$ cat src/rtl/core/calendar_date_advance_core_macros.svh
// assertion helpers for the calendar date core
// both expect clk_i and rst_ni in the scope of the use
`ifndef CALENDAR_DATE_ADVANCE_CORE_MACROS_SVH
`define CALENDAR_DATE_ADVANCE_CORE_MACROS_SVH

// same-cycle implication
`define CDA_ASSERT_NOW(lbl, ante, cons) \
  lbl: assert property (@(posedge clk_i) disable iff (!rst_ni) (ante) |-> (cons)) \
    else $error("calendar date core: same-cycle check failed");

// next-cycle implication
`define CDA_ASSERT_NEXT(lbl, ante, cons) \
  lbl: assert property (@(posedge clk_i) disable iff (!rst_ni) (ante) |=> (cons)) \
    else $error("calendar date core: next-cycle check failed");

`endif

$ cat src/rtl/core/cda_pkg.sv
package cda_pkg;

  // field widths
  localparam int unsigned CMD_W    = 1;
  localparam int unsigned YEAR_W   = 14;
  localparam int unsigned MONTH_W  = 4;
  localparam int unsigned DAY_W    = 5;
  localparam int unsigned CNT_W    = 10;
  localparam int unsigned WD_W     = 3;
  localparam int unsigned STATUS_W = 2;

  // parameter defaults
  localparam int unsigned DEF_MAX_YEAR      = 9999;
  localparam int unsigned DEF_MAX_DAY_COUNT = 1023;

  // reset date
  localparam logic [YEAR_W-1:0]  RST_YEAR  = YEAR_W'(2001);
  localparam logic [MONTH_W-1:0] RST_MONTH = MONTH_W'(1);
  localparam logic [DAY_W-1:0]   RST_DAY   = DAY_W'(1);

  localparam logic [MONTH_W-1:0] MONTH_JAN = MONTH_W'(1);
  localparam logic [MONTH_W-1:0] MONTH_FEB = MONTH_W'(2);
  localparam logic [MONTH_W-1:0] MONTH_MAR = MONTH_W'(3);
  localparam logic [MONTH_W-1:0] MONTH_DEC = MONTH_W'(12);
  localparam logic [DAY_W-1:0]   DAY_FIRST = DAY_W'(1);
  localparam logic [DAY_W-1:0]   DAY_LAST  = DAY_W'(31);

  // reciprocal multiplier: operand * K >> SHIFT gives the floor quotient
  localparam int unsigned MUL_A_W  = 15;
  localparam int unsigned MUL_K_W  = 16;
  localparam int unsigned MUL_P_W  = MUL_A_W + MUL_K_W;
  localparam int unsigned Q100_W   = 8;
  localparam int unsigned RECIP_25_K     = 2622;   // ceil(2^16 / 25)
  localparam int unsigned RECIP_25_SHIFT = 16;
  localparam int unsigned RECIP_7_K      = 37450;  // ceil(2^18 / 7)
  localparam int unsigned RECIP_7_SHIFT  = 18;

  typedef enum logic [CMD_W-1:0] {
    CMD_LOAD    = 1'b0,
    CMD_ADVANCE = 1'b1
  } cmd_e;

  typedef enum logic [STATUS_W-1:0] {
    STATUS_OK       = 2'd0,
    STATUS_INVALID  = 2'd1,
    STATUS_OVERFLOW = 2'd2
  } status_e;

  typedef enum logic {
    RECIP_25 = 1'b0,
    RECIP_7  = 1'b1
  } recip_e;

  typedef struct packed {
    logic                 en;
    recip_e               sel;
    logic [MUL_A_W-1:0]   operand;
  } mul_req_t;

  typedef enum logic [3:0] {
    ST_IDLE,
    ST_LD_DIV,
    ST_LD_CHK,
    ST_ADV_START,
    ST_ADV_DIV,
    ST_ADV_STEP,
    ST_WD_DIV,
    ST_WD_SUM,
    ST_WD_MOD,
    ST_WD_FIN,
    ST_DONE
  } state_e;

  // q100 is floor(year / 100)
  function automatic logic is_leap(input logic [YEAR_W-1:0] year,
                                   input logic [Q100_W-1:0] q100);
    logic [YEAR_W:0] hundreds;
    logic            by_100;
    hundreds = ((YEAR_W+1)'(q100) << 6) + ((YEAR_W+1)'(q100) << 5)
             + ((YEAR_W+1)'(q100) << 2);
    by_100   = (hundreds == (YEAR_W+1)'(year));
    return (year[1:0] == 2'b00) && (!by_100 || (q100[1:0] == 2'b00));
  endfunction

  // zero for a month outside 1 to 12
  function automatic logic [DAY_W-1:0] month_len(input logic [MONTH_W-1:0] month,
                                                 input logic leap);
    logic [DAY_W-1:0] len;
    unique case (month)
      4'd1, 4'd3, 4'd5, 4'd7, 4'd8, 4'd10, 4'd12: len = DAY_W'(31);
      4'd4, 4'd6, 4'd9, 4'd11:                    len = DAY_W'(30);
      4'd2:    len = leap ? DAY_W'(29) : DAY_W'(28);
      default: len = '0;
    endcase
    return len;
  endfunction

  // weekday month offsets
  function automatic logic [WD_W-1:0] month_offset(input logic [MONTH_W-1:0] month);
    logic [WD_W-1:0] off;
    unique case (month)
      4'd2:    off = 3'd3;
      4'd3:    off = 3'd2;
      4'd4:    off = 3'd5;
      4'd5:    off = 3'd0;
      4'd6:    off = 3'd3;
      4'd7:    off = 3'd5;
      4'd8:    off = 3'd1;
      4'd9:    off = 3'd4;
      4'd10:   off = 3'd6;
      4'd11:   off = 3'd2;
      4'd12:   off = 3'd4;
      default: off = 3'd0;
    endcase
    return off;
  endfunction

endpackage

$ cat src/rtl/core/cda_recip_mul.sv
module cda_recip_mul (
  input  logic                             clk_i,
  input  cda_pkg::mul_req_t                req_i,
  output logic [cda_pkg::MUL_A_W-1:0]      quot_o
);
  import cda_pkg::*;

  logic [MUL_K_W-1:0] k;
  logic [MUL_P_W-1:0] prod_q;
  recip_e             sel_q;

  always_comb begin
    unique case (req_i.sel)
      RECIP_7:  k = MUL_K_W'(RECIP_7_K);
      RECIP_25: k = MUL_K_W'(RECIP_25_K);
      default:  k = MUL_K_W'(RECIP_25_K);
    endcase
  end

  // product holds until the next request
  always_ff @(posedge clk_i) begin
    if (req_i.en) begin
      prod_q <= MUL_P_W'(req_i.operand) * MUL_P_W'(k);
      sel_q  <= req_i.sel;
    end
  end

  always_comb begin
    unique case (sel_q)
      RECIP_7:  quot_o = MUL_A_W'(prod_q >> RECIP_7_SHIFT);
      RECIP_25: quot_o = MUL_A_W'(prod_q >> RECIP_25_SHIFT);
      default:  quot_o = MUL_A_W'(prod_q >> RECIP_25_SHIFT);
    endcase
  end

endmodule

$ cat src/rtl/core/calendar_date_advance_core.sv
// gregorian date counter with load and advance commands
// input channel: in_valid_i / in_stall_o carries one command transaction
//   (command, year_in, month_in, day_in, day_count); out channel:
//   out_valid_o / out_stall_i carries one result transaction per command
//   (year, month, day, weekday, status)
// a load checks the date against the year range, month lengths and the leap rule; a bad
//   date leaves the stored date alone and reports invalid status
// an advance walks one month per cycle (plus a leap divide per year) and
//   saturates at december 31 of MAX_YEAR with overflow status
// one transaction at a time: in_stall_o is high from acceptance until the
//   result is written to the output register
// sequence: a load passes the leap divide, the date check and the weekday
//   states before out_valid_o; an advance with a zero count skips the walk,
//   otherwise it walks month by month and redoes the leap divide per year
//   crossed; the month walk and the single shared reciprocal multiplier
//   (leap test and weekday mod 7) make up these steps
// the next transaction can be taken in the same cycle that out_valid_o rises
// a stalled result stays in the output register; the core parks until the
//   register frees, then takes the next transaction
// reset gives 2001-01-01 and an empty output register
`include "calendar_date_advance_core_macros.svh"

module calendar_date_advance_core #(
  parameter int unsigned MAX_YEAR      = cda_pkg::DEF_MAX_YEAR,
  parameter int unsigned MAX_DAY_COUNT = cda_pkg::DEF_MAX_DAY_COUNT
) (
  input  logic                              clk_i,
  input  logic                              rst_ni,
  input  logic                              in_valid_i,
  output logic                              in_stall_o,
  input  logic [cda_pkg::CMD_W-1:0]         command_i,
  input  logic [cda_pkg::YEAR_W-1:0]        year_in_i,
  input  logic [cda_pkg::MONTH_W-1:0]       month_in_i,
  input  logic [cda_pkg::DAY_W-1:0]         day_in_i,
  input  logic [cda_pkg::CNT_W-1:0]         day_count_i,
  output logic                              out_valid_o,
  input  logic                              out_stall_i,
  output logic [cda_pkg::YEAR_W-1:0]        year_out_o,
  output logic [cda_pkg::MONTH_W-1:0]       month_out_o,
  output logic [cda_pkg::DAY_W-1:0]         day_out_o,
  output logic [cda_pkg::WD_W-1:0]          weekday_o,
  output logic [cda_pkg::STATUS_W-1:0]      status_o
);
  import cda_pkg::*;

  localparam logic [YEAR_W:0]  MaxYearExt = (YEAR_W+1)'(MAX_YEAR);
  localparam logic [YEAR_W-1:0] MaxYear   = YEAR_W'(MAX_YEAR);
  localparam int unsigned CntFull = (1 << CNT_W) - 1;
  localparam int unsigned CntCap  = (MAX_DAY_COUNT < CntFull) ? MAX_DAY_COUNT : CntFull;
  localparam logic [CNT_W-1:0] CntCapV = CNT_W'(CntCap);

  // sequencer and stored date
  state_e             state_q, state_d;
  logic [YEAR_W-1:0]  cur_year_q, cur_year_d;
  logic [MONTH_W-1:0] cur_month_q, cur_month_d;
  logic [DAY_W-1:0]   cur_day_q, cur_day_d;
  logic               out_valid_q, out_valid_d;

  // captured command and working registers
  logic [YEAR_W-1:0]  yin_q, yin_d;
  logic [MONTH_W-1:0] min_q, min_d;
  logic [DAY_W-1:0]   din_q, din_d;
  logic [CNT_W-1:0]   cnt_q, cnt_d;
  status_e            status_q, status_d;
  logic [MUL_A_W-1:0] sum_q, sum_d;
  logic [WD_W-1:0]    wd_q, wd_d;

  // output register payload
  logic [YEAR_W-1:0]  oyear_q, oyear_d;
  logic [MONTH_W-1:0] omonth_q, omonth_d;
  logic [DAY_W-1:0]   oday_q, oday_d;
  logic [WD_W-1:0]    owd_q, owd_d;
  status_e            ostatus_q, ostatus_d;

  mul_req_t           mul_req;
  logic [MUL_A_W-1:0] quot;

  logic               out_free;
  logic [YEAR_W-1:0]  probe_year;
  logic               leap;
  logic [DAY_W-1:0]   cur_len;
  logic [DAY_W-1:0]   left;
  logic               fits;
  logic               year_over;
  logic               next_year_over;
  logic [DAY_W-1:0]   ld_len;
  logic               ld_ok;
  logic [YEAR_W-1:0]  wd_year;
  logic [Q100_W-1:0]  q100;
  logic [MUL_A_W:0]   seven_q;

  cda_recip_mul u_recip_mul (
    .clk_i  (clk_i),
    .req_i  (mul_req),
    .quot_o (quot)
  );

  assign in_stall_o = (state_q != ST_IDLE);
  assign out_free   = !out_valid_q || !out_stall_i;

  // the product register holds floor(year / 100) for the year that was asked
  assign q100       = Q100_W'(quot);
  assign probe_year = (state_q == ST_LD_CHK) ? yin_q : cur_year_q;
  assign leap       = is_leap(probe_year, q100);

  // month walk
  assign cur_len        = month_len(cur_month_q, leap);
  assign left           = (cur_len > cur_day_q) ? cur_len - cur_day_q : '0;
  assign fits           = ((CNT_W)'(left) >= cnt_q);
  assign year_over      = ((YEAR_W+1)'(cur_year_q) > MaxYearExt);
  assign next_year_over = ((YEAR_W+1)'(cur_year_q) + (YEAR_W+1)'(1) > MaxYearExt);

  // load check
  assign ld_len = month_len(min_q, leap);
  assign ld_ok  = (yin_q != '0) && ((YEAR_W+1)'(yin_q) <= MaxYearExt)
               && (din_q != '0) && (din_q <= ld_len);

  // january and february count with the year before
  assign wd_year = ((cur_month_q < MONTH_MAR) && (cur_year_q != '0)) ?
                   cur_year_q - YEAR_W'(1) : cur_year_q;

  assign seven_q = ((MUL_A_W+1)'(quot) << 3) - (MUL_A_W+1)'(quot);

  // next state
  always_comb begin
    state_d = state_q;
    unique case (state_q)
      ST_IDLE: begin
        if (in_valid_i) begin
          state_d = (command_i == CMD_LOAD) ? ST_LD_DIV : ST_ADV_START;
        end
      end
      ST_LD_DIV:    state_d = ST_LD_CHK;
      ST_LD_CHK:    state_d = ST_WD_DIV;
      ST_ADV_START: begin
        if ((cnt_q == '0) || year_over) begin
          state_d = ST_WD_DIV;
        end else begin
          state_d = ST_ADV_DIV;
        end
      end
      ST_ADV_DIV:   state_d = ST_ADV_STEP;
      ST_ADV_STEP: begin
        priority if (fits) begin
          state_d = ST_WD_DIV;
        end else if (cur_month_q >= MONTH_DEC) begin
          state_d = next_year_over ? ST_WD_DIV : ST_ADV_DIV;
        end else begin
          state_d = ST_ADV_STEP;
        end
      end
      ST_WD_DIV:    state_d = ST_WD_SUM;
      ST_WD_SUM:    state_d = ST_WD_MOD;
      ST_WD_MOD:    state_d = ST_WD_FIN;
      ST_WD_FIN:    state_d = ST_DONE;
      ST_DONE: begin
        if (out_free) begin
          state_d = ST_IDLE;
        end
      end
      default:      state_d = ST_IDLE;
    endcase
  end

  // datapath and unit requests
  always_comb begin
    cur_year_d  = cur_year_q;
    cur_month_d = cur_month_q;
    cur_day_d   = cur_day_q;
    yin_d       = yin_q;
    min_d       = min_q;
    din_d       = din_q;
    cnt_d       = cnt_q;
    status_d    = status_q;
    sum_d       = sum_q;
    wd_d        = wd_q;
    oyear_d     = oyear_q;
    omonth_d    = omonth_q;
    oday_d      = oday_q;
    owd_d       = owd_q;
    ostatus_d   = ostatus_q;
    mul_req     = '{en: 1'b0, sel: RECIP_25, operand: '0};

    unique case (state_q)
      ST_IDLE: begin
        yin_d    = year_in_i;
        min_d    = month_in_i;
        din_d    = day_in_i;
        cnt_d    = (day_count_i > CntCapV) ? CntCapV : day_count_i;
        status_d = STATUS_OK;
      end
      ST_LD_DIV: begin
        mul_req = '{en: 1'b1, sel: RECIP_25, operand: MUL_A_W'(yin_q >> 2)};
      end
      ST_LD_CHK: begin
        if (ld_ok) begin
          cur_year_d  = yin_q;
          cur_month_d = min_q;
          cur_day_d   = din_q;
        end else begin
          status_d = STATUS_INVALID;
        end
      end
      ST_ADV_START: begin
        if ((cnt_q != '0) && year_over) begin
          cur_year_d  = MaxYear;
          cur_month_d = MONTH_DEC;
          cur_day_d   = DAY_LAST;
          status_d    = STATUS_OVERFLOW;
        end
      end
      ST_ADV_DIV: begin
        mul_req = '{en: 1'b1, sel: RECIP_25, operand: MUL_A_W'(cur_year_q >> 2)};
      end
      ST_ADV_STEP: begin
        if (fits) begin
          cur_day_d = cur_day_q + DAY_W'(cnt_q);
        end else begin
          cnt_d     = cnt_q - CNT_W'(left) - CNT_W'(1);
          cur_day_d = DAY_FIRST;
          if (cur_month_q >= MONTH_DEC) begin
            if (next_year_over) begin
              cur_year_d  = MaxYear;
              cur_month_d = MONTH_DEC;
              cur_day_d   = DAY_LAST;
              status_d    = STATUS_OVERFLOW;
            end else begin
              cur_year_d  = cur_year_q + YEAR_W'(1);
              cur_month_d = MONTH_JAN;
            end
          end else begin
            cur_month_d = cur_month_q + MONTH_W'(1);
          end
        end
      end
      ST_WD_DIV: begin
        mul_req = '{en: 1'b1, sel: RECIP_25, operand: MUL_A_W'(wd_year >> 2)};
      end
      ST_WD_SUM: begin
        sum_d = MUL_A_W'(wd_year) + MUL_A_W'(wd_year >> 2) - MUL_A_W'(q100)
              + MUL_A_W'(q100 >> 2) + MUL_A_W'(month_offset(cur_month_q))
              + MUL_A_W'(cur_day_q);
      end
      ST_WD_MOD: begin
        mul_req = '{en: 1'b1, sel: RECIP_7, operand: sum_q};
      end
      ST_WD_FIN: begin
        wd_d = WD_W'((MUL_A_W+1)'(sum_q) - seven_q);
      end
      ST_DONE: begin
        if (out_free) begin
          oyear_d   = cur_year_q;
          omonth_d  = cur_month_q;
          oday_d    = cur_day_q;
          owd_d     = wd_q;
          ostatus_d = status_q;
        end
      end
      default: begin
      end
    endcase
  end

  // output register occupancy
  always_comb begin
    priority if ((state_q == ST_DONE) && out_free) begin
      out_valid_d = 1'b1;
    end else if (!out_stall_i) begin
      out_valid_d = 1'b0;
    end else begin
      out_valid_d = out_valid_q;
    end
  end

  always_ff @(posedge clk_i or negedge rst_ni) begin
    if (!rst_ni) begin
      state_q     <= ST_IDLE;
      out_valid_q <= 1'b0;
      cur_year_q  <= RST_YEAR;
      cur_month_q <= RST_MONTH;
      cur_day_q   <= RST_DAY;
    end else begin
      state_q     <= state_d;
      out_valid_q <= out_valid_d;
      cur_year_q  <= cur_year_d;
      cur_month_q <= cur_month_d;
      cur_day_q   <= cur_day_d;
    end
  end

  always_ff @(posedge clk_i) begin
    yin_q     <= yin_d;
    min_q     <= min_d;
    din_q     <= din_d;
    cnt_q     <= cnt_d;
    status_q  <= status_d;
    sum_q     <= sum_d;
    wd_q      <= wd_d;
    oyear_q   <= oyear_d;
    omonth_q  <= omonth_d;
    oday_q    <= oday_d;
    owd_q     <= owd_d;
    ostatus_q <= ostatus_d;
  end

  assign out_valid_o = out_valid_q;
  assign year_out_o  = oyear_q;
  assign month_out_o = omonth_q;
  assign day_out_o   = oday_q;
  assign weekday_o   = owd_q;
  assign status_o    = ostatus_q;

  // an accepted transaction always starts the sequencer
  `CDA_ASSERT_NEXT(a_accept_starts, in_valid_i && !in_stall_o, state_q != ST_IDLE)

  // stored date stays a real date between transactions
  `CDA_ASSERT_NOW(a_date_sane, state_q == ST_IDLE,
    cur_month_q >= MONTH_JAN && cur_month_q <= MONTH_DEC && cur_day_q != '0)

  // overflow results always carry the saturated date
  `CDA_ASSERT_NOW(a_overflow_date, out_valid_o && status_o == STATUS_OVERFLOW,
    year_out_o == MaxYear && month_out_o == MONTH_DEC && day_out_o == DAY_LAST)

  // weekday reduction lands in range
  `CDA_ASSERT_NOW(a_weekday_range, out_valid_o, weekday_o != 3'd7)

endmodule
$ cat config.mk
export PLATFORM = sky130hd
export DESIGN_NAME = calendar_date_advance_core
export DESIGN_NICKNAME = d
export VERILOG_FILES = /design/src/rtl/core/cda_pkg.sv /design/src/rtl/core/cda_recip_mul.sv /design/src/rtl/core/calendar_date_advance_core.sv
export VERILOG_INCLUDE_DIRS = /design/src /design/src/rtl/core
export SDC_FILE = /design/constraint.sdc
export NUM_CORES = 1
export LEC_CHECK = 0
export BUFFER_PORTS_ARGS = -buffer_cell sky130_fd_sc_hd__clkbuf_2
export CAP_MARGIN = 25
export CORE_UTILIZATION = 65
export DETAILED_ROUTE_END_ITERATION = 7
export PLACE_DENSITY_LB_ADDON = 0.15
export SLEW_MARGIN = 20
export SYNTH_ARGS = -nofsm -noshare
export SYNTH_HDL_FRONTEND = slang
export SYNTH_SLANG_ARGS = --single-unit
$ cat constraint.sdc
create_clock -name clk_i -period 16.8 [get_ports clk_i]
set_clock_uncertainty 0.15 [all_clocks]
set_input_delay 3.36 -clock clk_i [delete_from_list [all_inputs] [get_ports clk_i]]
set_output_delay 3.36 -clock clk_i [all_outputs]
set_load 0.005 [all_outputs]
==> out/qor.yml, run 1 <==
route:
  final_antenna_net_count: 0
  first_pass_iters: 5
  avgRoutedWirePerCell_um: 19.7
  dr_total_vias: 10196
  drt_first_iter_violations: 841
  drc: 0
  via_per_inst: 5.99
  routed_wl_mm: 33.4
setup_path:
  crit_path_start_kind: "flop"
  arrival_ns: 8.89
  r2r_slack_ns: 7.93
  reg2reg_depth: 27
  timing.critical_path.buf_inv: 4
  crit_path_max_incr_delay_ns: 0.74
  required_ns: 16.82
  critPathMostFrequentCell: "fa_1"
  rr_endpoint: "u_recip_mul.prod_q[24]$_DFFE_PP_"
  r2r-start: "cur_month_q[1]$_DFFE_PN0P_"
  critPathKind: "reg2reg"
  cpMaxStageDelayCell: "a211oi_1"
  cp_max_fo: 6
  end_kind: "flop"
  crit_family: "adder cells"
clocking:
  cts_buffers: 17
  postCtsSetupRepairBufs: 0
  cts_resized: 0
  clkSinkCount: 120
  clockRootBuffer: "clkbuf_16"
  htreeDepth: 4
  clock_latency_ns: 0.43
  clk_pin_slew_ns: 0.06
  cts_buffer_depth: 2
  hold_buffers: 0
  cts_tree: "yes"
worst_hold_path:
  hold_start: "wd_q[0]$_DFFE_PP_"
  hold_depth: 0
  min_to: "weekday_o[0]$_DFFE_PP_"
  min_path_type: "reg2reg"
final_layout:
  fin_nets: 1753
  fillers: 1410
  area_delta_synth_final_pct: 9.57
  num_antenna_cells: 0
  regArea_um2: 3470
  drive_above_1_share_pct: 10.5
  post-route-util_pct: 73.6
  multiInputGateArea_um2: 8790
timing:
  worst_slew_pin_slew_ns: 1.11
  layout_min_cycle_time_ns: 8.87
  slew_viol_final: 0
  setup_violations: 0
  timing.fmax_mhz: 113
  period_share_pct: 52.8
  setup_tns_ns: 0
  rsz0062_at_grt: "no"
  slew_headroom_pct: 25.8
  hold_violations: 0
yosys:
  synth_most_common_cell: "inv_1"
  synth_top_cell_by_area: "edfxtp_1"
  ys_seq_area_share_pct: 26.2
  synth.top_cell.area_share_pct: 20.8
  synth.area.mux_share_pct: 1.68
  ys.flop_type: "edfxtp_1"
  synth_edf_count: 92
  ys_ff_latch: 120
  synth_top_family_by_area: "adder cells"
  synth_adder_area_share_pct: 34.4
  async_flop_share_pct: 23.3
  mappedNetlistArea_um2: 13300
  synth_compound_area_share_pct: 11.6
  synth.distinct_cells: 85
  syn_inst: 1345
  synth_xor_area_share_pct: 4.93
  synthTopCellsByArea: "edfxtp_1 (21%), fa_1 (18%), ha_1 (16%)"
  ys.warnings.count: 0
  post_synth.cell_area_avg_um2: 9.85
  synth_commonest_cells: "inv_1 (240), ha_1 (172), fa_1 (120)"
  synth_simple_gate_area_share_pct: 13.0
die:
  die-area_um2: 21000
  rows: 51
  die_w_um: 145
  initial_utilization_pct: 67.2
  die_h_um: 145
  core_um2: 19700
  ios: 68
grt:
  grt_first_pass_wirelength_mm: 53.0
  first_global_vias: 10001
  grt_max_degree: 33
  grt_usage_pct: 34.2
  antenna_found_initial: 0
  gr-total-overflow: 0
run_status:
  status: "complete, no violations"
placed_design:
  gp_congestion: 0.990
  hpwl_mm: 26.9
  numPortBuffers: 67
job:
  drv_cap: 0
worst max path at each step:
| stage | from | endpoint | slack, ns | cells after the start |
|---|---|---|---|---|
| after CTS | cur_month_q[1]$_DFFE_PN0P_ | u_recip_mul.prod_q[24]$_DFFE_PP_ | 7.98 | 27 |
| after global placement | cur_month_q[1]$_DFFE_PN0P_ | u_recip_mul.prod_q[24]$_DFFE_PP_ | 8.31 | 27 |
| after global routing | cur_month_q[1]$_DFFE_PN0P_ | u_recip_mul.prod_q[23]$_DFFE_PP_ | 7.55 | 27 |
| final | cur_month_q[1]$_DFFE_PN0P_ | u_recip_mul.prod_q[24]$_DFFE_PP_ | 7.93 | 27 |
| after detailed placement | cur_month_q[1]$_DFFE_PN0P_ | u_recip_mul.prod_q[24]$_DFFE_PP_ | 7.96 | 27 |
| after floorplan | cur_month_q[1]$_DFFE_PN0P_ | u_recip_mul.prod_q[24]$_DFFE_PP_ | 8.90 | 27 |
sequential cells by signal, summed over array words and instances, names as in the netlist, 2 cells and up:
signal / cells
cnt_q: 10
cur_day_q: 5
cur_month_q: 4
cur_year_q: 14
day_out_o: 5
din_q: 5
min_q: 4
month_out_o: 4
state_q: 4
status_o: 2
status_q: 2
sum_q: 15
u_recip_mul.prod_q: 10
wd_q: 3
weekday_o: 3
year_out_o: 14
yin_q: 14
per-layer routing:
layer / track usage (%) / vias to the layer above / routed length (um)
met5: 0 / - / 0
met4: 8.64 / 0 / 641
met3: 6.02 / 54 / 2360
met2: 55.3 / 448 / 15600
met1: 47.6 / 4965 / 14800
li1: - / 4729 / -
cells by family after synthesis:
family	after synthesis
and+or+nand+nor	334
DFF	120
xor gates and xnor gates	73
AOI/OAI and AO/OA	226
other	2
buffers and inverters	276
muxes	22
adders and majority gates	292
area by class of cell:
type	instances	share of cell area [%]
clock inverters	14	1.20
repair buffers	76	2.83
well taps	265	2.28
clock buffers	18	3.02
inverters	240	6.20
multi-input cells	968	60.5
flip-flops and latches	120	23.9
placed cells by master, fill, tap and decap left out, drive strengths merged, types with 5 or more instances in the layout:
| cell type | count |
|---|---|
| or2 | 5 |
| a21o | 23 |
| mux2i | 20 |
| nand3 | 31 |
| nand4 | 10 |
| a211oi | 5 |
| nor4 | 10 |
| nor4b | 5 |
| conb | 21 |
| nor2b | 15 |
| xnor2 | 52 |
| dfrtp | 19 |
| o21ai | 39 |
| nor2 | 74 |
| o31ai | 5 |
| xor2 | 20 |
| o21a | 5 |
| nand2b | 7 |
| nand3b | 5 |
| buf | 8 |
| clkinv | 5 |
| o211ai | 5 |
| and3 | 8 |
| a22oi | 5 |
| clkbuf | 86 |
| or4 | 6 |
| nor3 | 24 |
| and2 | 9 |
| o22ai | 11 |
| edfxtp | 92 |
| a21oi | 64 |
| nand2 | 97 |
| fa | 120 |
| or3 | 16 |
| ha | 172 |
| dfstp | 9 |
| a31oi | 13 |
| inv | 242 |
stage by stage:
step | std cells | worst slack (ns) | cell area (um^2) | hold WS (ns)
after floorplan | 1364 | 8.90 | 13300 | 0.250
after global placement | 1667 | 8.31 | 13900 | 0.251
after CTS | 1700 | 7.98 | 14500 | 0.269
after detailed placement | 1668 | 7.96 | 13900 | 0.257
after global routing | 1701 | 7.55 | 14500 | 0.289
final | 1701 | 7.93 | 14500 | 0.268
Power of run 1 is left out: the tool's default activity adds up to more than one toggle a clock period on the data nets, which glitch-free logic cannot reach.
==> run 2: changes to the inputs <==
--- a/config.mk
+++ b/config.mk
@@ -8,7 +8,7 @@
 export LEC_CHECK = 0
 export BUFFER_PORTS_ARGS = -buffer_cell sky130_fd_sc_hd__clkbuf_2
 export CAP_MARGIN = 25
-export CORE_UTILIZATION = 65
+export CORE_UTILIZATION = 64
 export DETAILED_ROUTE_END_ITERATION = 7
 export PLACE_DENSITY_LB_ADDON = 0.15
 export SLEW_MARGIN = 20
==> constraint.sdc (replaced) <==
create_clock -name clk_i -period 9.3 [get_ports clk_i]
set_clock_uncertainty 0.15 [all_clocks]
set_input_delay 1.86 -clock clk_i [delete_from_list [all_inputs] [get_ports clk_i]]
set_output_delay 1.86 -clock clk_i [all_outputs]
set_load 0.005 [all_outputs]
==> run 2 against run 1 <==
  * First-iteration DRC count increased by 8.2%
  * Setup slack got worse by 7.3 ns
  * Global-route usage decreased by 0.92 points
  * Routed wire length decreased by 0.45%
  * Non-clock buffer count increased by 8
  * Critical path depth unchanged
  * Critical endpoint is now u_recip_mul.prod_q[23]$_DFFE_PP_
  * Via count increased by 0.26%
  * Clock-buffer cell count unchanged
  * Sequential cell count unchanged
==> out/qor.yml, run 2 (same netlist as run 1, synthesis figures left out) <==
die:
  ios: 68  # unchanged
  die-area_um2: 21300  # was 21000 um^2
  die_w_um: 146  # was 145 um
  initial_utilization_pct: 65.5  # was 67.2%
  core_um2: 20200  # was 19700 um^2
  rows: 52  # was 51
  die_h_um: 146  # was 145 um
setup_path:
  cp_max_fo: 6  # unchanged
  r2r_slack_ns: 0.63  # was 7.93 ns
  arrival_ns: 8.70  # was 8.89 ns
  rr_endpoint: "u_recip_mul.prod_q[23]$_DFFE_PP_"  # was u_recip_mul.prod_q[24]$_DFFE_PP_
  critPathKind: "reg2reg"  # unchanged
  crit_path_max_incr_delay_ns: 0.58  # was 0.74 ns
  end_kind: "flop"  # unchanged
  r2r-start: "cur_month_q[1]$_DFFE_PN0P_"  # unchanged
  cpMaxStageDelayCell: "or4_1"  # was a211oi_1
  reg2reg_depth: 27  # unchanged
  crit_path_start_kind: "flop"  # unchanged
  critPathMostFrequentCell: "fa_1"  # unchanged
  required_ns: 9.33  # was 16.82 ns
final_layout:
  final_common_cell: "inv_1"  # unchanged
  layout_common_cells: "inv_1 (240), ha_1 (172), fa_1 (120)"  # unchanged
  top_register: "sum_q"  # unchanged
  num_antenna_cells: 0  # unchanged
  drive_above_1_share_pct: 10.9  # was 10.5%
  regArea_um2: 3470  # unchanged
  multiInputGateArea_um2: 8790  # about the same
  area_delta_synth_final_pct: 9.78  # was 9.57%
  fillers: 1552  # was 1410
  largest_reg_flops: 15  # unchanged
  fin_nets: 1761  # was 1753
clocking:
  htreeDepth: 4  # unchanged
  postCtsSetupRepairBufs: 0  # unchanged
  clock_latency_ns: 0.44  # was 0.43 ns
  cts_tree: "yes"  # unchanged
  clockRootBuffer: "clkbuf_16"  # unchanged
  hold_buffers: 0  # unchanged
  cts_buffers: 17  # unchanged
  clk_pin_slew_ns: 0.06  # about the same
  cts_buffer_depth: 2  # unchanged
  cts_resized: 0  # unchanged
  clkSinkCount: 120  # unchanged
grt:
  antenna_found_initial: 0  # unchanged
  grt_max_degree: 33  # unchanged
  grt_first_pass_wirelength_mm: 54.1  # was 53.0 mm
  gr-total-overflow: 0  # unchanged
  first_global_vias: 10530  # was 10001
  grt_usage_pct: 33.3  # was 34.2%
job:
  drv_cap: 0  # unchanged
timing:
  slew_headroom_pct: 42.6  # was 25.8%
  setup_tns_ns: 0  # unchanged
  setup_violations: 0  # unchanged
  timing.fmax_mhz: 115  # was 113 MHz
  worst_slew_pin_slew_ns: 0.854  # was 1.11 ns
  period_share_pct: 93.3  # was 52.8%
  hold_violations: 0  # unchanged
  rsz0062_at_grt: "no"  # unchanged
  slew_viol_final: 0  # unchanged
  layout_min_cycle_time_ns: 8.67  # was 8.87 ns
placed_design:
  gp_congestion: 0.960  # was 0.990
  numPortBuffers: 67  # unchanged
  hpwl_mm: 26.8  # was 26.9 mm
route:
  routed_wl_mm: 33.3  # was 33.4 mm
  first_pass_iters: 8  # was 5
  drt_first_iter_violations: 910  # was 841
  dr_total_vias: 10222  # was 10196
  avgRoutedWirePerCell_um: 19.4  # was 19.7 um
  via_per_inst: 5.96  # was 5.99
  final_antenna_net_count: 0  # unchanged
  drc: 0  # unchanged
worst_hold_path:
  min_path_type: "reg2reg"  # unchanged
  hold_start: "wd_q[2]$_DFFE_PP_"  # was wd_q[0]$_DFFE_PP_
  hold_depth: 0  # unchanged
  min_to: "weekday_o[2]$_DFFE_PP_"  # was weekday_o[0]$_DFFE_PP_
run_status:
  status: "complete, no violations"  # unchanged
==> run 2: changes by cell type in the layout (fill, tap and decap cells not counted), sizes merged <==
cell,change
clkinvlp,-3
clkbuf,-1
bufinv,-2
clkinv,+1
inv,+4
buf,+9
==> run 2: metal layers <==
layer | routed length [um] | up-vias | part of all wire [%] | global-route usage [%]
met2 | 15600 | 432 | 47 | 52.6
met3 | 2240 | 84 | 6.7 | 4.89
met1 | 14400 | 4957 | 43 | 45.9
met5 | 0 | - | 0 | 0
met4 | 1080 | 0 | 3.2 | 14.6
li1 | - | 4749 | - | -
==> run 2: final cells by class <==
| cell class | count | area share (%) |
|---|---|---|
| Multi-Input combinational cell | 968 | 60.4 |
| Tap cell | 270 | 2.32 |
| Timing Repair Buffer | 84 | 3.23 |
| Sequential cell | 120 | 23.9 |
| Inverter | 240 | 6.19 |
| Clock inverter | 14 | 0.946 |
| Clock buffer | 18 | 3.02 |
==> run 2: stage by stage <==
step	area, um^2	worst slack, ns	instances	hold slack, ns	util (%)
floorplan	13300	1.40	1364	0.250	-
detailed placement	14000	0.802	1682	0.255	69.0
CTS	14500	0.744	1714	0.268	71.9
global placement	14000	1.10	1681	0.256	69.0
global route	14500	0.242	1714	0.267	71.9
finish	14500	0.626	1714	0.265	71.9
==> run 2: worst max-delay path by stage <==
stage	from	end	cells after the start
floorplan	cur_month_q[1]$_DFFE_PN0P_	u_recip_mul.prod_q[24]$_DFFE_PP_	27
global placement	cur_month_q[1]$_DFFE_PN0P_	u_recip_mul.prod_q[23]$_DFFE_PP_	27
finish	cur_month_q[1]$_DFFE_PN0P_	u_recip_mul.prod_q[23]$_DFFE_PP_	27
global route	cur_month_q[1]$_DFFE_PN0P_	u_recip_mul.prod_q[23]$_DFFE_PP_	27
CTS	cur_month_q[1]$_DFFE_PN0P_	u_recip_mul.prod_q[23]$_DFFE_PP_	27
detailed placement	cur_month_q[1]$_DFFE_PN0P_	u_recip_mul.prod_q[23]$_DFFE_PP_	27
==> run 2: critical path: cells and delay by family, from the launching register on <==
kind / cells / cell delay [ns]
buffers and inverters: 4 / 0.25
adders and majority gates: 8 / 3.54
xor gates and xnor gates: 2 / 0.32
DFF: 1 / 0.43
AOI/OAI and AO/OA: 4 / 1.15
and+or+nand+nor: 9 / 2.57
Power of run 2 is left out for the same reason.
==> run 3: changes to the inputs <==
--- a/config.mk
+++ b/config.mk
@@ -6,12 +6,12 @@
 export SDC_FILE = /design/constraint.sdc
 export NUM_CORES = 1
 export LEC_CHECK = 0
+export ABC_AREA = 1
 export BUFFER_PORTS_ARGS = -buffer_cell sky130_fd_sc_hd__clkbuf_2
 export CAP_MARGIN = 25
 export CORE_UTILIZATION = 64
 export DETAILED_ROUTE_END_ITERATION = 7
 export PLACE_DENSITY_LB_ADDON = 0.15
-export SLEW_MARGIN = 20
 export SYNTH_ARGS = -nofsm -noshare
 export SYNTH_HDL_FRONTEND = slang
 export SYNTH_SLANG_ARGS = --single-unit
==> run 3 against run 2 <==
  * Routed wire length rose by 4.5%
  * Final area up 1.5%
  * Synthesized area up 1.7%
  * Sequential cell count stayed put
  * Register-to-register slack gained 1.1 ns
  * Via count is 8.0% higher
  * Clock-buffer cell count fell by 1
  * Critical path depth is 5 higher
  * Die area grew 1.7%
  * Critical path type unchanged
  * Critical endpoint is now u_recip_mul.prod_q[22]$_DFFE_PP_
==> out/qor.yml, run 3 <==
timing:
  layout_min_cycle_time_ns: 7.53  # was 8.67 ns
  slew_viol_final: 0  # unchanged
  timing.fmax_mhz: 133  # was 115 MHz
  period_share_pct: 81.0  # was 93.3%
  setup_tns_ns: 0  # unchanged
  worst_slew_pin_slew_ns: 0.997  # was 0.854 ns
  fin_worst_hold_slack_ns: 0.281  # was 0.265 ns
  slew_headroom_pct: 32.8  # was 42.6%
  setup_violations: 0  # unchanged
  hold_violations: 0  # unchanged
  rsz0062_at_grt: "no"  # unchanged
clocking:
  clock_latency_ns: 0.44  # about the same
  postCtsSetupRepairBufs: 0  # unchanged
  htreeDepth: 4  # unchanged
  hold_buffers: 0  # unchanged
  cts_buffer_depth: 2  # unchanged
  clk_pin_slew_ns: 0.07  # was 0.06 ns
  cts_buffers: 17  # unchanged
  clkSinkCount: 120  # unchanged
  clockRootBuffer: "clkbuf_16"  # unchanged
  cts_tree: "yes"  # unchanged
  cts_resized: 0  # unchanged
grt:
  grt_max_degree: 29  # was 33
  gr-total-overflow: 0  # unchanged
  first_global_vias: 11076  # was 10530
  grt_usage_pct: 34.4  # was 33.3%
  grt_first_pass_wirelength_mm: 56.9  # was 54.1 mm
  antenna_found_initial: 0  # unchanged
yosys:
  synth_edf_count: 92  # unchanged
  async_flop_share_pct: 23.3  # unchanged
  mappedNetlistArea_um2: 13500  # was 13300 um^2
  ys_ff_latch: 120  # unchanged
  synth_most_common_cell: "inv_1"  # unchanged
  synth_commonest_cells: "inv_1 (341), nand2_1 (236), ha_1 (172)"  # was inv_1 (240), ha_1 (172), fa_1 (120)
  synthTopCellsByArea: "edfxtp_1 (20%), fa_1 (18%), ha_1 (16%)"  # was edfxtp_1 (21%), fa_1 (18%), ha_1 (16%)
  ys_seq_area_share_pct: 25.8  # was 26.2%
  synth_top_cell_by_area: "edfxtp_1"  # unchanged
  ys.flop_type: "edfxtp_1"  # unchanged
  synth.top_cell.area_share_pct: 20.5  # was 20.8%
  ys.warnings.count: 0  # unchanged
  post_synth.cell_area_avg_um2: 8.57  # was 9.85 um^2
  syn_inst: 1572  # was 1345
  synth.distinct_cells: 56  # was 85
final_layout:
  top_register: "sum_q"  # unchanged
  fin_area_um2: 14800  # was 14500 um^2
  area_delta_synth_final_pct: 9.56  # was 9.78%
  post-route-util_pct: 72.3  # was 71.9%
  fin_nets: 1992  # was 1761
  largest_reg_flops: 15  # unchanged
  num_antenna_cells: 0  # unchanged
  drive_above_1_share_pct: 9.67  # was 10.9%
  layout_common_cells: "inv_1 (341), nand2_1 (236), ha_1 (172)"  # was inv_1 (240), ha_1 (172), fa_1 (120)
  final_common_cell: "inv_1"  # unchanged
setup_path:
  timing.critical_path.buf_inv: 6  # was 4
  end_kind: "flop"  # unchanged
  cp_max_fo: 7  # was 6
  r2r_slack_ns: 1.77  # was 0.63 ns
  required_ns: 9.33  # about the same
  arrival_ns: 7.56  # was 8.70 ns
  crit_path_start_kind: "flop"  # unchanged
  cpMaxStageDelayCell: "dfstp_2"  # was or4_1
  crit_family: "adder cells"  # unchanged
  critPathKind: "reg2reg"  # unchanged
  crit_path_max_incr_delay_ns: 0.61  # was 0.58 ns
die:
  die_h_um: 147  # was 146 um
  die-area_um2: 21600  # was 21300 um^2
  die_w_um: 147  # was 146 um
  initial_utilization_pct: 66.0  # was 65.5%
  core_um2: 20400  # was 20200 um^2
  rows: 52  # unchanged
  ios: 68  # unchanged
route:
  dr_total_vias: 11042  # was 10222
  first_pass_iters: 6  # was 8
  drt_first_iter_violations: 1060  # was 910
  final_antenna_net_count: 0  # unchanged
  via_per_inst: 5.68  # was 5.96
  drc: 0  # unchanged
  routed_wl_mm: 34.8  # was 33.3 mm
  avgRoutedWirePerCell_um: 17.9  # was 19.4 um
placed_design:
  hpwl_mm: 28.5  # was 26.8 mm
  gp_congestion: 1.02  # was 0.960
  numPortBuffers: 67  # unchanged
  place_area_um2: 14200  # was 14000 um^2
run_status:
  status: "complete, no violations"  # unchanged
job:
  drv_cap: 0  # unchanged
worst_hold_path:
  min_path_type: "reg2reg"  # unchanged
==> run 3: cell types whose count changed after synthesis, moves of 22 or more <==
cell	previous run	this run
nand2_1	97	236
inv_1	240	341
nor2_1	74	131
o21ai_0	37	87
xnor2_1	52	15
xor2_1	20	49
nand3_1	31	59
a21o_1	23	1
==> run 3: cells by family (layout without fill, tap and decap cells) <==
family / after synthesis / after routing / synth area share (%)
AO/OA/AOI/OAI: 225 / 225 / 9.38
XOR/XNOR: 65 / 65 / 4.28
adder cells (fa/ha/maj): 292 / 292 / 33.8
buffers and inverters: 369 / 453 / 10.5
flip-flops: 120 / 120 / 25.8
other: 2 / 21 / 0.0557
AND/OR/NAND/NOR: 499 / 499 / 16.2
==> run 3: layout make-up <==
class	count	area [um^2]
clock inverters	15	179
flip-flops and latches	120	3470
well taps	270	338
inverters	350	1310
repair buffers	71	365
multi-input cells	1102	8670
fillers	1603	5660
clock buffers	17	425
==> run 3: worst paths after layout <==
path | start | endpoint | cells after the start
min reg2reg | wd_q[0]$_DFFE_PP_ | weekday_o[0]$_DFFE_PP_ | 0
max reg2reg | cur_year_q[0]$_DFFE_PN1P_ | u_recip_mul.prod_q[22]$_DFFE_PP_ | 32
min | wd_q[0]$_DFFE_PP_ | weekday_o[0]$_DFFE_PP_ | 0
max | cur_year_q[0]$_DFFE_PN1P_ | u_recip_mul.prod_q[22]$_DFFE_PP_ | 32
max in group asynchronous | rst_ni | cur_year_q[11]$_DFFE_PN0P_ | 1
min in group asynchronous | rst_ni | cur_year_q[1]$_DFFE_PN0P_ | 1
==> run 3: routing by layer <==
metal,wire length [um],global-route usage (%)
met2,15400,52.9
met3,3450,9.57
met4,890,9.48
met1,15000,47.9
met5,0,0
==> run 3: through the flow <==
stage               cells  setup slack, ns
floorplan            1591             2.48
global placement     1913             2.05
detailed placement   1913             1.88
CTS                  1945             1.87
global route         1945             1.29
finish               1945             1.77
Power of run 3 is left out for the same reason.
